### src/rtl/assert_macros.svh
// assertion helpers shared by the rtl modules
// every check is sampled on the rising clock edge and held off while reset is low
`ifndef ASSERT_MACROS_SVH
`define ASSERT_MACROS_SVH

// expression must hold at every edge out of reset
`define ASSERT_ALWAYS(label, clk, rst_n, expr, msg) \
    label: assert property (@(posedge clk) disable iff (!rst_n) (expr)) \
        else $error(msg);

// consequent must hold in the same cycle as the antecedent
`define ASSERT_IMPLIES(label, clk, rst_n, ante, cons, msg) \
    label: assert property (@(posedge clk) disable iff (!rst_n) (ante) |-> (cons)) \
        else $error(msg);

// consequent must hold in the cycle after the antecedent
`define ASSERT_NEXT(label, clk, rst_n, ante, cons, msg) \
    label: assert property (@(posedge clk) disable iff (!rst_n) (ante) |=> (cons)) \
        else $error(msg);

`endif

### src/rtl/psv_pkg.sv
// ----------------------------------------------------------------------------
// psv_pkg
// Shared widths, codes and control types of the persistent stack block.
// ----------------------------------------------------------------------------
`default_nettype none

package psv_pkg;

    // fixed beat field widths
    localparam int OPCODE_W  = 2;
    localparam int VERSION_W = 10;
    localparam int DATA_W    = 32;
    localparam int STATUS_W  = 2;

    // parameter defaults
    localparam int MAX_VERSIONS_DFLT = 1024;
    localparam int VALUE_WIDTH_DFLT  = 32;

    // opcodes; any code with the query bit set is a query
    localparam logic [OPCODE_W-1:0] OP_PUSH   = 2'd0;
    localparam logic [OPCODE_W-1:0] OP_POP    = 2'd1;
    localparam int                  QUERY_BIT = 1;

    // result status codes
    localparam logic [STATUS_W-1:0] ST_OK      = 2'd0;
    localparam logic [STATUS_W-1:0] ST_UNKNOWN = 2'd1;
    localparam logic [STATUS_W-1:0] ST_EMPTY   = 2'd2;
    localparam logic [STATUS_W-1:0] ST_FULL    = 2'd3;

    // what the current operation turns out to be once its version is read
    typedef enum logic [1:0] {
        K_ERROR,
        K_PUSH,
        K_POP,
        K_QUERY
    } t_kind;

    // controller to datapath
    typedef struct packed {
        logic capture;
        logic node_rd;
        logic finish;
    } t_cmd;

    // datapath to controller
    typedef struct packed {
        t_kind kind;
        logic  out_busy;
    } t_stat;

endpackage

`default_nettype wire

### src/rtl/psv_ctrl.sv
// ----------------------------------------------------------------------------
// psv_ctrl
// Sequencer: version read, optional node read, then commit and result load.
// ----------------------------------------------------------------------------
`default_nettype none
`include "assert_macros.svh"

module psv_ctrl import psv_pkg::*; (
    input  wire logic  i_clk,
    input  wire logic  i_rst_n,
    input  wire logic  i_in_valid,
    output logic       o_in_ready,
    input  wire t_stat i_stat,
    output t_cmd       o_cmd
);

    typedef enum logic [1:0] {
        S_IDLE,
        S_CHECK,
        S_NODE
    } t_state;

    t_state r_state, n_state;
    logic   r_in_ready;

    // next state and commands
    always_comb begin
        n_state = r_state;
        o_cmd   = '0;
        case (r_state)
            S_IDLE: begin
                if (i_in_valid && r_in_ready) begin
                    o_cmd.capture = 1'b1;
                    n_state       = S_CHECK;
                end
            end
            S_CHECK: begin
                if (i_stat.kind == K_QUERY || i_stat.kind == K_POP) begin
                    o_cmd.node_rd = 1'b1;
                    n_state       = S_NODE;
                end else if (!i_stat.out_busy) begin
                    o_cmd.finish = 1'b1;
                    n_state      = S_IDLE;
                end
            end
            S_NODE: begin
                if (!i_stat.out_busy) begin
                    o_cmd.finish = 1'b1;
                    n_state      = S_IDLE;
                end
            end
            default: begin
                n_state = S_IDLE;
            end
        endcase
    end

    // state and registered ready
    always_ff @(posedge i_clk) begin
        if (!i_rst_n) begin
            r_state    <= S_IDLE;
            r_in_ready <= 1'b1;
        end else begin
            r_state    <= n_state;
            r_in_ready <= (n_state == S_IDLE);
        end
    end

    assign o_in_ready = r_in_ready;

    // checks
    `ASSERT_IMPLIES(a_ready_idle, i_clk, i_rst_n, r_in_ready, r_state == S_IDLE, "ready outside idle")
    `ASSERT_IMPLIES(a_node_path, i_clk, i_rst_n, r_state == S_NODE, $past(r_state) == S_CHECK || $past(r_state) == S_NODE, "node read state entered out of order")

endmodule

`default_nettype wire

### config.mk
export PLATFORM = sky130hd
export DESIGN_NAME = psv_ctrl
export DESIGN_NICKNAME = d
export VERILOG_FILES = /design/src/rtl/psv_pkg.sv /design/src/rtl/psv_ctrl.sv
export VERILOG_INCLUDE_DIRS = /design/src /design/src/rtl
export SDC_FILE = /design/constraint.sdc
export NUM_CORES = 1
export LEC_CHECK = 0
export CAP_MARGIN = 20
export CORE_AREA = 2 2 39 41
export CTS_BUF_LIST = sky130_fd_sc_hd__clkbuf_4 sky130_fd_sc_hd__clkbuf_8
export DETAILED_ROUTE_END_ITERATION = 10
export DIE_AREA = 0 0 41 43
export DONT_BUFFER_PORTS = 1
export PLACE_DENSITY = 0.37
export SYNTH_ARGS = -nofsm -noshare
export SYNTH_HDL_FRONTEND = slang
export SYNTH_SLANG_ARGS = --single-unit
### constraint.sdc
create_clock -name i_clk -period 1.2 [get_ports i_clk]
set_input_delay 0.24 -clock i_clk [delete_from_list [all_inputs] [get_ports i_clk]]
set_output_delay 0.24 -clock i_clk [all_outputs]
set_load 0.01 [all_outputs]
==> summary.txt <==
Global route
  – First-pass GRT wire length: 807 um
  – Largest net degree at the start of global routing: 5
  – Number of global-route vias before repair: 227
  – All-Layer GR Usage: 0.0722
  – Total grt overflow: 0
  – Antenna violations before repair: 0

Worst setup path
  – Register-to-Register Path Depth: 5
  – Nature of the critical path startpoint: flop
  – Worst Path Max Fanout: 3
  – Critical Path End Type: output port
  – Worst EP arrival: 1.16 ns
  – Crit path required time: 0.96 ns
  – Critical path type: reg2out

Detailed routing
  – Via count: 205
  – Routed WL: 532 um
  – Uppermost layer routed: met4
  – Avg WL per Cell: 10.6 um
  – M1 wire length: 244 um
  – Met2 Wirelength: 250 um
  – DRT iter0 DRCs: 1
  – DR vias/cell: 4.10
  – DRT antenna net count: 0
  – First drt pass iteration count: 5
  – Residual DRC: 0
  – Met3 WL post-DR: 29 um

Clock network
  – CTS clk-pin slew, worst paths: 0.04 ns
  – Root Buffer: clkbuf_4
  – Clock sink count: 3
  – Hold_buf cts: 0
  – Skew-Pair Late Insertion Delay: 0.23 ns
  – H-tree lvl count: 1
  – TritonCTS clock tree: done
  – Total CTS buffers: 3
  – Clock tree buffer depth: 2

Timing
  – RSZ-0062 raised after global routing: true
  – Fin. Hold Viols: 0
  – Slew Viols, Final: 0
  – Period minus WS final: 1.40 ns
  – Rel. slew slack: 0.822
  – Fmax: 712 MHz
  – Tcrit/Tclk final: 1.17
  – Slew @ Worst Pin: 0.267 ns
  – Worst Skew: 0.00113 ns
  – Final hold slack: 0.187 ns
  – Endpoints failing setup: 6
  – Worst Slack Setup Final: -0.205 ns

Synth
  – Most frequent cells after synthesis: 4 x ha_1, 3 x dfxtp_1, 3 x inv_1, 2 x o211a_1
  – Sequential area share after synthesis: 0.271
  – #FFs+latches synth: 3
  – Post-synth cell types: 15
  – Syn Area/Cell: 9.63 um^2
  – Cell taking the most area after synthesis: dfxtp_1
  – YS warnings: 0
  – Number of flops mapped to enable cells by yosys: 0
  – Syn Nets: 33
  – Prevailing post-synth register cell: dfxtp_1
  – Most common cell in the netlist: ha_1
  – Async set-reset flop share out of synthesis: 0
  – Synth top area share: 0.271
  – Syn Inst Count: 23
  – Top cells by area, synth: dfxtp_1 27%, ha_1 23%, o211a_1 9.0%
  – Mapped Area: 221 um^2

Hold path
  – Hold Path Cell Cnt: 2
  – Hold Crit Class: in2reg

Die
  – Full die area: 1760 um^2
  – Initial Utilization: 0.160
  – Io pins: 10
  – Site Rows: 14
  – Die Wd: 41 um
  – Core footprint: 1380 um^2
  – Die Y: 43 um

Layout
  – Antenna Cells: 0
  – Proportion of layout cells with a drive suffix above 1: 0.676
  – Area Growth Syn to Fin: 76.3%
  – Final Instance Area: 390 um^2
  – Non-Filler Instances: 50
  – Final #Nets: 45

Power
  – Maximum vdd drop: 0.489 mV
  – Leakage power: 0.182 nW
  – Ratio of total power to cell area: 1320 nW/um^2

Placement
  – DP HPWL: 386 um
  – I/O Buffers: 0
  – Gpl congestion: 0.664
  – Placed cell areas: 288 um^2
  – Dpl cells: 44

Status
  – Failing checks: setup timing
  – Status: finished, violations left

Flow run
  – Maxcap violations: 0
[where the power goes]
| part | leakage (nW) | switching, W | internal, W |
|---|---|---|---|
| registers | 0.0262 | 0.0000201 | 0.000118 |
| clock network | 0.0184 | 0.0000507 | 0.000147 |
| logic | 0.137 | 0.0000757 | 0.000104 |
| total | 0.182 | 0.000147 | 0.000369 |
[kinds of logic (layout without fill, tap and decap cells)]
family	count (synthesis)	in the layout	synth area share
buffers and inverters	3	14	0.0508
DFF	3	3	0.271
adders and majority gates	4	4	0.226
AOI/OAI and AO/OA	7	7	0.299
and+or+nand+nor	6	6	0.153
[flip-flops by register name, summed over array words and instances (netlist names)]
signal      cells
o_in_ready      1
r_state         2
[worst max-delay path: stages, from the launching register on]
cell and delay, ns:
dfxtp_4 0.37, inv_4 0.05, ha_4 0.15, buf_6 0.11, o211a_4 0.25
[final timing paths]
path / from / to / slack (ns)
max: r_state[0] / o_cmd[0] / -0.20
min: i_rst_n / r_state[1] / 0.19
max reg2reg: r_state[0] / o_in_ready / -0.12
min reg2reg: o_in_ready / r_state[1] / 0.63
[cell type report]
type	count	area (um^2)
clock buffer	4	30.0
fill	151	993
inverter	3	16.3
multi-input combinational	17	196
sequential	3	67.6
tap	16	20.0
timing repair buffer	7	60.1
[cell usage in the layout (no fill, tap or decap)]
cell type,count
buf_4,5
clkbuf_4,4
inv_4,2
ha_1,2
ha_4,2
buf_6,2
dfxtp_4,2
nor2b_4,1
inv_1,1
o211a_4,1
and2_4,1
and3_4,1
nand2_1,1
o211a_1,1
a311oi_2,1
o211ai_1,1
a21bo_2,1
nand2b_1,1
a31o_1,1
a21oi_1,1
nor2_1,1
dfxtp_1,1
[through the flow]
stage / setup WS [ns] / total power, W / util / TNS (ns)
6_report: -0.205 / 0.000516 / 0.282 / -0.683
2_1_floorplan: 0.00118 / 0.000219 / - / 0
3_5_place_dp: -0.101 / 0.000269 / 0.208 / -0.220
4_1_cts: -0.228 / 0.000517 / 0.272 / -0.668
5_1_grt: -0.246 / 0.000551 / 0.282 / -1.06
3_3_place_gp: -0.0865 / 0.000265 / 0.208 / -0.142
[per-layer routing]
layer | vias to the layer above | global-route usage
met5 | - | 0
met4 | 0 | 0.0800
met3 | 2 | 0.0157
met2 | 6 | 0.0969
met1 | 94 | 0.0833
li1 | 103 | -
[what timing repair did]
item / CTS / global route
setup endpoints to repair: 6 / 6
pin swaps: 3 / 5
setup buffers: 2 / 0
resized for setup: 10 / 3
(Power assumes the default switching activity.)
